==> src/design/rsea_pkg.sv <==
// ----------------------------------------------------------------------------
// Radio state energy accounter package
// Shared widths, account numbers and the account memory request type.
// ----------------------------------------------------------------------------
package rsea_pkg;

    localparam int TIME_BITS   = 32;
    localparam int POWER_BITS  = 24;
    localparam int ENERGY_BITS = 64;
    localparam int PROD_BITS   = TIME_BITS + POWER_BITS;

    localparam int NUM_ACCOUNTS = 15;
    localparam int ACCT_BITS    = 4;

    typedef logic [ACCT_BITS-1:0]   acct_t;
    typedef logic [ENERGY_BITS-1:0] energy_t;

    localparam acct_t ACCT_TOTAL     = 4'd0;
    localparam acct_t ACCT_OFF       = 4'd1;
    localparam acct_t ACCT_SLEEP     = 4'd2;
    localparam acct_t ACCT_SWITCH    = 4'd3;
    localparam acct_t ACCT_RX_IDLE   = 4'd4;
    localparam acct_t ACCT_RX_BUSY   = 4'd5;
    localparam acct_t ACCT_RX_WHOLE  = 4'd6;
    localparam acct_t ACCT_TX_IDLE   = 4'd10;
    localparam acct_t ACCT_TX_WHOLE  = 4'd11;
    localparam acct_t ACCT_NONE      = 4'd15;

    // Radio mode codes.
    localparam logic [2:0] MODE_OFF    = 3'd0;
    localparam logic [2:0] MODE_SLEEP  = 3'd1;
    localparam logic [2:0] MODE_RX     = 3'd2;
    localparam logic [2:0] MODE_TX     = 3'd3;
    localparam logic [2:0] MODE_TRX    = 3'd4;
    localparam logic [2:0] MODE_SWITCH = 3'd5;

    // Receiver and transmitter state codes.
    localparam logic [1:0] RX_IDLE      = 2'd1;
    localparam logic [1:0] RX_BUSY      = 2'd2;
    localparam logic [1:0] RX_RECEIVING = 2'd3;
    localparam logic [1:0] TX_IDLE      = 2'd1;
    localparam logic [1:0] TX_SENDING   = 2'd2;

    // Signal part codes.
    localparam logic [2:0] PART_WHOLE = 3'd1;
    localparam logic [2:0] PART_DATA  = 3'd4;

    localparam logic OP_EVENT = 1'b0;
    localparam logic OP_READ  = 1'b1;

    typedef struct packed {
        logic    rd_en;
        acct_t   rd_addr;
        logic    wr_en;
        acct_t   wr_addr;
        energy_t wr_data;
    } mem_req_t;

endpackage

==> src/design/rsea_acct_mem.sv <==
// ----------------------------------------------------------------------------
// Account memory
// Fifteen 64-bit accounts, one write and one registered read per cycle.
// ----------------------------------------------------------------------------
module rsea_acct_mem (
    input  logic                aclk,
    input  logic                aresetn,
    input  rsea_pkg::mem_req_t  req,
    output rsea_pkg::energy_t   rd_data
);

    rsea_pkg::energy_t mem [rsea_pkg::NUM_ACCOUNTS];
    logic [rsea_pkg::NUM_ACCOUNTS-1:0] valid_reg;
    rsea_pkg::energy_t rdata_reg;

    // An entry that was never written since reset reads as zero.
    always_ff @(posedge aclk) begin
        if (!aresetn) begin
            valid_reg <= '0;
        end else if (req.wr_en) begin
            valid_reg[req.wr_addr] <= 1'b1;
        end
    end

    always_ff @(posedge aclk) begin
        if (req.wr_en) begin
            mem[req.wr_addr] <= req.wr_data;
        end
    end

    always_ff @(posedge aclk) begin
        if (req.rd_en) begin
            rdata_reg <= valid_reg[req.rd_addr] ? mem[req.rd_addr] : '0;
        end
    end

    assign rd_data = rdata_reg;

endmodule

==> src/design/rsea_mul.sv <==
// ----------------------------------------------------------------------------
// Energy multiplier
// Registered product of elapsed ticks and power.
// ----------------------------------------------------------------------------
module rsea_mul (
    input  logic                                aclk,
    input  logic [rsea_pkg::TIME_BITS-1:0]      ticks,
    input  logic [rsea_pkg::POWER_BITS-1:0]     power,
    output logic [rsea_pkg::PROD_BITS-1:0]      energy
);

    logic [rsea_pkg::PROD_BITS-1:0] prod_reg;

    always_ff @(posedge aclk) begin
        prod_reg <= rsea_pkg::PROD_BITS'(ticks) * rsea_pkg::PROD_BITS'(power);
    end

    assign energy = prod_reg;

endmodule

==> src/design/radio_state_energy_accounter.sv <==
// ----------------------------------------------------------------------------
// Radio state energy accounter
// Charges radio energy to per-state accounts and reads accounts back.
// ----------------------------------------------------------------------------
// Usage:
// The s_ channel carries one beat per request. An event beat (s_op = 0)
// charges ticks since the last update times the previous power to the
// account picked by the stored previous radio state and to the total, then
// stores the new state and power. A read beat (s_op = 1) returns one account.
// Every request produces exactly one m_ beat.
// The cfg channel writes initial_power; it takes effect as the current power
// only until the first event after reset. cfg_ready is always high.
// One request is worked at a time. An event that charges reads the account
// and then the total and writes both back one after the other through the
// account memory. A read only reads its account, and an event that charges
// nothing goes straight to the result. The result beat is loaded into the
// output register at the same edge where s_ready rises again.
// A stalled m_ready holds the result beat in the output register; the block
// still takes the next request and parks its result until the beat drains.
// Reset clears all accounts, the stored state and the current power.
// ----------------------------------------------------------------------------
module radio_state_energy_accounter (
    input  logic        aclk,
    input  logic        aresetn,

    input  logic        s_valid,
    output logic        s_ready,
    input  logic        s_op,
    input  logic [31:0] s_time_now,
    input  logic [23:0] s_new_power,
    input  logic [2:0]  s_radio_mode,
    input  logic [1:0]  s_rx_state,
    input  logic [1:0]  s_tx_state,
    input  logic [2:0]  s_rx_part,
    input  logic [2:0]  s_tx_part,
    input  logic [3:0]  s_account_sel,

    output logic        m_valid,
    input  logic        m_ready,
    output logic [63:0] m_energy_value,
    output logic [3:0]  m_charged_first,
    output logic [3:0]  m_charged_second,
    output logic        m_bad_account,

    input  logic        cfg_valid,
    output logic        cfg_ready,
    input  logic [23:0] cfg_wdata
);

    typedef enum logic [2:0] {
        ST_IDLE,
        ST_READ,
        ST_CH_ACCT,
        ST_CH_TOTAL,
        ST_WR_ACCT,
        ST_WR_TOTAL,
        ST_FINISH
    } state_t;

    state_t state_reg;

    // Stored radio state of the previous event.
    logic [rsea_pkg::TIME_BITS-1:0]  last_time_reg;
    logic [rsea_pkg::POWER_BITS-1:0] cur_power_reg;
    logic [2:0]                      prev_mode_reg;
    logic [1:0]                      prev_rx_state_reg;
    logic [1:0]                      prev_tx_state_reg;
    logic [2:0]                      prev_rx_part_reg;
    logic [2:0]                      prev_tx_part_reg;
    logic                            event_seen_reg;

    // Working registers of the request in flight.
    logic                            op_reg;
    rsea_pkg::acct_t                 target_reg;
    rsea_pkg::acct_t                 first_reg;
    rsea_pkg::acct_t                 second_reg;
    logic                            bad_reg;
    logic [rsea_pkg::TIME_BITS-1:0]  dt_reg;
    logic [rsea_pkg::POWER_BITS-1:0] power_reg;
    rsea_pkg::energy_t               acct_val_reg;
    rsea_pkg::energy_t               total_val_reg;

    // Output register.
    logic              m_valid_reg;
    rsea_pkg::energy_t m_energy_reg;
    rsea_pkg::acct_t   m_first_reg;
    rsea_pkg::acct_t   m_second_reg;
    logic              m_bad_reg;

    rsea_pkg::mem_req_t                mem_req;
    rsea_pkg::energy_t                 mem_rdata;
    logic [rsea_pkg::PROD_BITS-1:0]    charge_energy;

    rsea_acct_mem u_mem (
        .aclk    (aclk),
        .aresetn (aresetn),
        .req     (mem_req),
        .rd_data (mem_rdata)
    );

    rsea_mul u_mul (
        .aclk   (aclk),
        .ticks  (dt_reg),
        .power  (power_reg),
        .energy (charge_energy)
    );

    function automatic rsea_pkg::energy_t sat_add(input rsea_pkg::energy_t a,
                                                 input logic [rsea_pkg::PROD_BITS-1:0] b);
        logic [rsea_pkg::ENERGY_BITS:0] sum;
        sum = {1'b0, a} + (rsea_pkg::ENERGY_BITS+1)'(b);
        return sum[rsea_pkg::ENERGY_BITS] ? '1 : sum[rsea_pkg::ENERGY_BITS-1:0];
    endfunction

    // Account selection from the previous radio state. The receiver side and
    // the simple modes give the first account, the transmitter side the second.
    rsea_pkg::acct_t first_sel;
    rsea_pkg::acct_t second_sel;

    always_comb begin
        first_sel  = rsea_pkg::ACCT_NONE;
        second_sel = rsea_pkg::ACCT_NONE;
        unique case (prev_mode_reg)
            rsea_pkg::MODE_OFF:    first_sel = rsea_pkg::ACCT_OFF;
            rsea_pkg::MODE_SLEEP:  first_sel = rsea_pkg::ACCT_SLEEP;
            rsea_pkg::MODE_SWITCH: first_sel = rsea_pkg::ACCT_SWITCH;
            default:               first_sel = rsea_pkg::ACCT_NONE;
        endcase
        if (prev_mode_reg == rsea_pkg::MODE_RX || prev_mode_reg == rsea_pkg::MODE_TRX) begin
            unique case (prev_rx_state_reg)
                rsea_pkg::RX_IDLE: first_sel = rsea_pkg::ACCT_RX_IDLE;
                rsea_pkg::RX_BUSY: first_sel = rsea_pkg::ACCT_RX_BUSY;
                rsea_pkg::RX_RECEIVING: begin
                    if (prev_rx_part_reg >= rsea_pkg::PART_WHOLE &&
                        prev_rx_part_reg <= rsea_pkg::PART_DATA) begin
                        first_sel = rsea_pkg::ACCT_RX_WHOLE
                                    + rsea_pkg::acct_t'(prev_rx_part_reg - rsea_pkg::PART_WHOLE);
                    end
                end
                default: ;
            endcase
        end
        if (prev_mode_reg == rsea_pkg::MODE_TX || prev_mode_reg == rsea_pkg::MODE_TRX) begin
            unique case (prev_tx_state_reg)
                rsea_pkg::TX_IDLE: second_sel = rsea_pkg::ACCT_TX_IDLE;
                rsea_pkg::TX_SENDING: begin
                    if (prev_tx_part_reg >= rsea_pkg::PART_WHOLE &&
                        prev_tx_part_reg <= rsea_pkg::PART_DATA) begin
                        second_sel = rsea_pkg::ACCT_TX_WHOLE
                                     + rsea_pkg::acct_t'(prev_tx_part_reg - rsea_pkg::PART_WHOLE);
                    end
                end
                default: ;
            endcase
        end
    end

    // Only the first selected account is charged: a later charge in the same
    // event would see no elapsed time.
    rsea_pkg::acct_t                target_sel;
    logic [rsea_pkg::TIME_BITS-1:0] dt_now;
    logic                           do_charge;
    logic                           s_accept;

    assign target_sel = (first_sel != rsea_pkg::ACCT_NONE) ? first_sel : second_sel;
    assign dt_now     = s_time_now - last_time_reg;
    assign do_charge  = (target_sel != rsea_pkg::ACCT_NONE) && (dt_now != '0);
    assign s_accept   = s_valid && s_ready;

    assign s_ready   = (state_reg == ST_IDLE);
    assign cfg_ready = 1'b1;

    // Memory port schedule: read the state account, read the total, then
    // write both back. The total (entry 0) never equals the state account.
    always_comb begin
        mem_req         = '0;
        mem_req.wr_data = '0;
        unique case (state_reg)
            ST_READ: begin
                mem_req.rd_en   = !bad_reg;
                mem_req.rd_addr = target_reg;
            end
            ST_CH_ACCT: begin
                mem_req.rd_en   = 1'b1;
                mem_req.rd_addr = target_reg;
            end
            ST_CH_TOTAL: begin
                mem_req.rd_en   = 1'b1;
                mem_req.rd_addr = rsea_pkg::ACCT_TOTAL;
            end
            ST_WR_ACCT: begin
                mem_req.wr_en   = 1'b1;
                mem_req.wr_addr = target_reg;
                mem_req.wr_data = sat_add(acct_val_reg, charge_energy);
            end
            ST_WR_TOTAL: begin
                mem_req.wr_en   = 1'b1;
                mem_req.wr_addr = rsea_pkg::ACCT_TOTAL;
                mem_req.wr_data = sat_add(total_val_reg, charge_energy);
            end
            default: ;
        endcase
    end

    always_ff @(posedge aclk) begin
        if (!aresetn) begin
            state_reg         <= ST_IDLE;
            last_time_reg     <= '0;
            cur_power_reg     <= '0;
            prev_mode_reg     <= rsea_pkg::MODE_OFF;
            prev_rx_state_reg <= '0;
            prev_tx_state_reg <= '0;
            prev_rx_part_reg  <= '0;
            prev_tx_part_reg  <= '0;
            event_seen_reg    <= 1'b0;
            m_valid_reg       <= 1'b0;
        end else begin
            // An event accepted in the same cycle sets the power itself.
            if (cfg_valid && cfg_ready && !event_seen_reg &&
                !(s_accept && s_op == rsea_pkg::OP_EVENT)) begin
                cur_power_reg <= cfg_wdata[rsea_pkg::POWER_BITS-1:0];
            end
            // The finish state reloads the output register on its own.
            if (m_valid_reg && m_ready && state_reg != ST_FINISH) begin
                m_valid_reg <= 1'b0;
            end

            unique case (state_reg)
                ST_IDLE: begin
                    if (s_accept) begin
                        op_reg     <= s_op;
                        dt_reg     <= dt_now;
                        power_reg  <= cur_power_reg;
                        if (s_op == rsea_pkg::OP_READ) begin
                            target_reg <= s_account_sel;
                            bad_reg    <= (s_account_sel == rsea_pkg::ACCT_NONE);
                            first_reg  <= rsea_pkg::ACCT_NONE;
                            second_reg <= rsea_pkg::ACCT_NONE;
                            state_reg  <= ST_READ;
                        end else begin
                            target_reg        <= target_sel;
                            bad_reg           <= 1'b0;
                            first_reg         <= first_sel;
                            second_reg        <= second_sel;
                            cur_power_reg     <= s_new_power[rsea_pkg::POWER_BITS-1:0];
                            prev_mode_reg     <= s_radio_mode;
                            prev_rx_state_reg <= s_rx_state;
                            prev_tx_state_reg <= s_tx_state;
                            prev_rx_part_reg  <= s_rx_part;
                            prev_tx_part_reg  <= s_tx_part;
                            event_seen_reg    <= 1'b1;
                            if (do_charge) begin
                                last_time_reg <= s_time_now;
                                state_reg     <= ST_CH_ACCT;
                            end else begin
                                state_reg <= ST_FINISH;
                            end
                        end
                    end
                end
                ST_READ: begin
                    state_reg <= ST_FINISH;
                end
                ST_CH_ACCT: begin
                    state_reg <= ST_CH_TOTAL;
                end
                ST_CH_TOTAL: begin
                    acct_val_reg <= mem_rdata;
                    state_reg    <= ST_WR_ACCT;
                end
                ST_WR_ACCT: begin
                    total_val_reg <= mem_rdata;
                    state_reg     <= ST_WR_TOTAL;
                end
                ST_WR_TOTAL: begin
                    state_reg <= ST_FINISH;
                end
                ST_FINISH: begin
                    // Load the output register once the previous beat is gone.
                    if (!m_valid_reg || m_ready) begin
                        m_valid_reg  <= 1'b1;
                        m_energy_reg <= (op_reg == rsea_pkg::OP_READ && !bad_reg)
                                        ? mem_rdata : '0;
                        m_first_reg  <= first_reg;
                        m_second_reg <= second_reg;
                        m_bad_reg    <= bad_reg;
                        state_reg    <= ST_IDLE;
                    end
                end
                default: begin
                    state_reg <= ST_IDLE;
                end
            endcase
        end
    end

    assign m_valid          = m_valid_reg;
    assign m_energy_value   = m_energy_reg;
    assign m_charged_first  = m_first_reg;
    assign m_charged_second = m_second_reg;
    assign m_bad_account    = m_bad_reg;

`ifndef SYNTHESIS
    // No write ever lands outside the fifteen accounts.
    assert property (@(posedge aclk) disable iff (!aresetn)
        mem_req.wr_en |-> (mem_req.wr_addr != rsea_pkg::ACCT_NONE))
        else $error("account write to invalid address");

    // One request at a time: after an accept the block is busy.
    assert property (@(posedge aclk) disable iff (!aresetn)
        (s_valid && s_ready) |=> !s_ready)
        else $error("request accepted while busy");

    // An invalid read returns zero energy and names no account.
    assert property (@(posedge aclk) disable iff (!aresetn)
        (m_valid && m_bad_account) |-> (m_energy_value == '0 &&
            m_charged_first == rsea_pkg::ACCT_NONE))
        else $error("invalid read returned data");

    // The state account is written back right before the total.
    assert property (@(posedge aclk) disable iff (!aresetn)
        (mem_req.wr_en && mem_req.wr_addr != rsea_pkg::ACCT_TOTAL)
            |=> (mem_req.wr_en && mem_req.wr_addr == rsea_pkg::ACCT_TOTAL))
        else $error("total not updated after account charge");
`endif

endmodule

==> config.mk <==
export PLATFORM = sky130hd
export DESIGN_NAME = radio_state_energy_accounter
export DESIGN_NICKNAME = d
export VERILOG_FILES = /design/src/design/rsea_pkg.sv /design/src/design/rsea_acct_mem.sv /design/src/design/rsea_mul.sv /design/src/design/radio_state_energy_accounter.sv
export SDC_FILE = /design/constraint.sdc
export NUM_CORES = 2
export LEC_CHECK = 0
export ABC_AREA = 1
export ABC_CLOCK_PERIOD_IN_PS = 12900
export BUFFER_PORTS_ARGS = -buffer_cell sky130_fd_sc_hd__buf_2
export CAP_MARGIN = 15
export CORE_ASPECT_RATIO = 2
export CORE_MARGIN = 3
export CORE_UTILIZATION = 32
export CTS_CLUSTER_SIZE = 25
export DETAILED_ROUTE_END_ITERATION = 8
export GPL_TIMING_DRIVEN = 1
export PLACE_DENSITY_LB_ADDON = 0.12
export SKIP_CTS_REPAIR_TIMING = 1
export SYNTH_ARGS = -nofsm -noshare
export SYNTH_HDL_FRONTEND = slang
export SYNTH_SLANG_ARGS = --single-unit
==> constraint.sdc <==
create_clock -name aclk -period 12.9 [get_ports aclk]
set_clock_uncertainty 0.05 [all_clocks]
set_input_delay 1.935 -clock aclk [delete_from_list [all_inputs] [get_ports aclk]]
set_output_delay 1.935 -clock aclk [all_outputs]
set_load 0.1 [all_outputs]
# Word-level counts from Yosys, hierarchy flattened

Memories as Yosys holds them, arrays and structs flattened. A register that Yosys moved wholly into a read port is not among the register bits.
Index checks and enable logic that the tools add are counted.
W data, S select, Z words.

Memories: 1
Output and inout bits: 76
Register bits: 416
Word-level logic and storage cells: 126
Bits in writable memories: 960

Memory list:

| memory    | depth | width | read ports | clocked after Yosys merged registers in | wr ports | line                | source |
|---|---|---|---|---|---|---|---|
| u_mem.mem | 15    | 64    | 1          | 1                                       | 1        | rsea_acct_mem.sv:12 | `rsea_pkg::energy_t mem [rsea_pkg::NUM_ACCOUNTS];` |

Bitwise operators: 2
Muxes and demuxes: 31
Reduce and logical (&&, ||, !) cells: 30
Multiply operators: 1
Eq/ne operators: 22
Add/subtract/negate cells: 7
$lt $le $gt $ge: 7

Operators by type and width:

| operator              | count |
|---|---|
| $pmux W69 S2          | 1 |
| $add A64 B56 Y65      | 2 |
| $mux W64              | 2 |
| $mux W24              | 4 |
| $mul A32 B24 Y56      | 1 |
| $reduce_bool A32 Y1   | 1 |
| $sub A32 B32 Y32      | 1 |
| $mux W4               | 6 |
| $pmux W4 S3           | 2 |
| $pmux W3 S6           | 1 |
| $eq A3 B3 Y1 const B  | 5 |
| $or A15 B15 Y15       | 1 |
| $pmux W5 S3           | 1 |
| $eq A3 B2 Y1 const B  | 4 |
| $mux W3               | 4 |
| $logic_and A1 B1 Y1   | 11 |
| $lt A4 B5 Y1 const B  | 2 |
| $reduce_and A3 Y1     | 3 |
| $ne A4 B4 Y1 const B  | 2 |
| $pmux W4 S2           | 1 |
| $sub A3 B1 Y4 const B | 2 |
| $mux W1               | 7 |
| $eq A2 B2 Y1 const B  | 3 |
| $eq A3 B1 Y1 const B  | 2 |
| other kinds (19)      | 31 |

# Longest topological paths before layout

Depth in word-level cells: 13
Depth in mapped cells: 33

# Hierarchy

From an unflattened synthesis, not the netlist that was laid out.

Cell total of the unflattened synthesis: 10549
Area, all modules: 93716.1 µm²

Modules (own cells, without submodules):

| module                       | instances | cells each | area an instance (µm²) |
|---|---|---|---|
| rsea_acct_mem                | 1         | 3570       | 41841.4 |
| rsea_mul                     | 1         | 3770       | 27851.7 |
| radio_state_energy_accounter | 1         | 3209       | 24023.0 |

# Least setup slack after synthesis

OpenSTA, ideal clock, no wires.

Path type: input to register
Start point: input port aresetn
End point: register m_bad_reg (netlist: m_bad_account) (enable)
Stages: 4
Arrival time: 9.470 ns
Setup slack: 2.696 ns
Path buffers: 2
Data required time: 12.166 ns
Cells stage by stage: clkbuf_1 inv_1 clkbuf_1 nor4_1

Word-level cells in the longest chain between the ends: 1

Ends and longest elaborated chain:

| element                            | line                                | source |
|---|---|---|
| start: declaration                 | radio_state_energy_accounter.sv:24  | `input logic aresetn,` |
| $reduce_and A3 Y1 (no source line) | --                                  |  |
| end signal: assignment             | radio_state_energy_accounter.sv:286 | `m_bad_reg <= bad_reg;` |
| end: declaration                   | radio_state_energy_accounter.sv:88  | `logic m_bad_reg;` |

No other way between the ends.
A chain may end at the register's enable or synchronous reset.

# Final worst setup path

Start point: register power_reg[0] in the netlist's numbering
End point: register u_mul.prod_reg (netlist bit u_mul.energy[53])

Word-level cells in the longest chain between the ends: 1

Ends and longest elaborated chain:

| element                  | line                                | source |
|---|---|---|
| start: declaration       | radio_state_energy_accounter.sv:79  | `logic [rsea_pkg::POWER_BITS-1:0] power_reg;` |
| start signal: assignment | radio_state_energy_accounter.sv:233 | `power_reg <= cur_power_reg;` |
| $mul A32 B24 Y56         | rsea_mul.sv:15                      | `prod_reg <= rsea_pkg::PROD_BITS'(ticks) * rsea_pkg::PROD_BITS'(power);` |
| end signal: assignment   | rsea_mul.sv:15                      |  |
| end: declaration         | rsea_mul.sv:12                      | `logic [rsea_pkg::PROD_BITS-1:0] prod_reg;` |

No other way between the ends.

==> results.sh <==
export IMPL_outcome="finished clean"
export IMPL_synth_compound_area_share_pct=9.51
export IMPL_layout_commonest_cell="nand2_1"
export IMPL_setup_viol=0
export IMPL_synthXorXnorAreaFrac_pct=1.49
export IMPL_path_class="reg -> reg"
export IMPL_fin_crit_ns=8.02
export IMPL_std_cell_rows=275
export IMPL_worstMarginPinSlew_ns=1.33
export IMPL_ys_warn_count=0
export IMPL_synth_fp_nets=10590
export IMPL_gp_routability_congestion=0.972
export IMPL_overflow=0
export IMPL_fmax_mhz=125
export IMPL_clkTransAtPathRegs_ns=0.07
export IMPL_syn_cell_area_um2=90600
export IMPL_rsz0062_at_grt="no"
export IMPL_core_um2=281000
export IMPL_start_kind="register"
export IMPL_crit_arrival_ns=8.67
export IMPL_io_pins=179
export IMPL_grt_pass1_wl_um=496000
export IMPL_endpoint_kind="register"
export IMPL_cp_required_ns=13.55
export IMPL_postSynthAreaPerCell_um2=9.55
export IMPL_largest_reg_flops=960
export IMPL_h_tree_depth=4
export IMPL_synthAdderAreaFrac_pct=19.2
export IMPL_crit_path_cell_trace="buf_4, nand2_1, inv_1, fa_1, fa_1, inv_1, fa_1, fa_1, fa_1, inv_1, fa_1, inv_1, fa_1, inv_1, ha_1, nand2_1, nor2_1, inv_1, nor3_1, nand3_1, o2111ai_1, a41oi_1, xor2_1"
export IMPL_slew_headroom_pct=10.9
export IMPL_dp_final_hpwl_um=245000
export IMPL_fin_area_um2=101000
export IMPL_synth_top_cell_by_area="edfxtp_1"
export IMPL_slew_violations=0
export IMPL_cts_root_buffer="clkbuf_16"
export IMPL_max_flop_register="u_mem.mem"
export IMPL_detail_route_antenna_nets=0
export IMPL_yosys_register_bits=1440
export IMPL_cts_tree="done"
export IMPL_drtPass1Iterations=6
export IMPL_yosys_top_cells_area="edfxtp_1, fa_1, nand2_1"
export IMPL_crit_fanout=32
export IMPL_numPortBuffers=177
export IMPL_vias=67161
export IMPL_syn_to_final_growth_pct=11.2
export IMPL_yosys_area_top_type_share_pct=42.9
export IMPL_yosys_most_used_dff="edfxtp_1"
export IMPL_finalHoldViolCount=0
export IMPL_dieArea_um2=290000
export IMPL_wire_per_inst_um=25.5
export IMPL_drt_vias_per_instance=5.00
export IMPL_ys_types=65
export IMPL_crit_buf_inv=7
export IMPL_initial_utilization_pct=32.2
export IMPL_dieHeight_um=759
export IMPL_grt_pass1_vias=71740
export IMPL_drive_gt1_share_pct=6.65
export IMPL_holdCritPathClass="reg -> reg"
export IMPL_clockBufferDepth=4
export IMPL_antenna_found_initial=15
export IMPL_slowest_stage="nor3_1"
export IMPL_final_cell_mix="nand2_1, inv_1, edfxtp_1"
export IMPL_syn_inst=9493
export IMPL_nets=10668
export IMPL_maxCapViolations=0
export IMPL_ys_async_sr_fraction_pct=0
export IMPL_post_route_period_util_pct=62.2
export IMPL_finalSetupTns_ns=0
export IMPL_yosys_area_share_simple_pct=14.3
export IMPL_route_detailed_drc=0
export IMPL_clock_latency_ns=0.86
export IMPL_grtUsageTotal_pct=23.5
export IMPL_synth_mux_area_share_pct=0.298
export IMPL_synth_top_family_by_area="adder cells"
export IMPL_synth_edff_count=1295
export IMPL_ys_seq_area_share_pct=46.1
export IMPL_drtIter0Drc=4177
export IMPL_cp_top_family="adder cells"
export IMPL_clkSinkCount=1440
export IMPL_slowest_delay_ns=1.03
export IMPL_placed_area_um2=95800
export IMPL_cts_buffers=152
export IMPL_grt_max_degree=179
export IMPL_die_w_um=382
export IMPL_crit_top_cell="fa_1"
export IMPL_wirelength_um=343000
[Yosys cell counts (all sizes together) (44+ instances only)]
cell,number
nand2,1893
inv,1748
edfxtp,1295
nor2,923
o21ai,796
fa,661
ha,333
a21oi,332
nand3,319
clkbuf,271
o221ai,197
dfxtp,145
buf,125
xor2,94
xnor2,60
nor3,44
[worst paths after layout]
kind | depth (start not counted) | from | endpoint | slack [ns]
worst max-delay path | 23 | power_reg[0]$_DFFE_PP_ | u_mul.energy[53]$_DFF_P_ | 4.88
worst min-delay path | 0 | first_reg[2]$_SDFFCE_PP1P_ | m_charged_first[2]$_DFFE_PP_ | 0.38
worst max register to register | 23 | power_reg[0]$_DFFE_PP_ | u_mul.energy[53]$_DFF_P_ | 4.88
worst min register to register | 0 | first_reg[2]$_SDFFCE_PP1P_ | m_charged_first[2]$_DFFE_PP_ | 0.38
[cell families (layout without fill, tap and decap cells)]
| kind of cell | count (synthesis) | count (layout) |
|---|---|---|
| xor+xnor | 154 | 154 |
| compound gates | 1488 | 1488 |
| mux | 24 | 24 |
| simple gates | 3247 | 3247 |
| other cells | 1 | 20 |
| flops | 1440 | 1440 |
| buf+inv | 2145 | 2334 |
| fa+ha+maj | 994 | 994 |
[area by class of cell]
| cell class | instances | area [um2] |
|---|---|---|
| diodes | 19 | 47.5 |
| clock buffers | 198 | 4120 |
| clock inverters | 67 | 714 |
| fillers | 28638 | 180000 |
| inverters | 1749 | 6590 |
| multi-input cells | 5908 | 40800 |
| flip-flops and latches | 1440 | 41800 |
| well taps | 3739 | 4680 |
| repair buffers | 320 | 2000 |
[through the flow]
stage	setup WS (ns)	util (%)	hold WS, ns	std cells
floorplan	2.70	-	0.350	9493
global placement	5.05	34.1	0.355	13152
detailed placement	5.02	34.1	0.360	13154
CTS	4.97	35.8	0.373	13419
global route	4.69	35.8	0.387	13437
finish	4.88	35.8	0.377	13440
[metal layers]
layer  vias to the layer above  part of all wire, %  wire length (um)  global-route usage [%]
li1                      30841                    -                 -                       -
met1                     34065                   35            121000                    24.5
met2                      1587                   56            191000                    46.1
met3                       668                  3.0             10300                    1.87
met4                         0                  6.1             20800                    12.4
met5                         -                    0                 0                       0
Power is left out: the tool's default activity adds up to more than one toggle a clock period on the data nets, which glitch-free logic cannot reach.
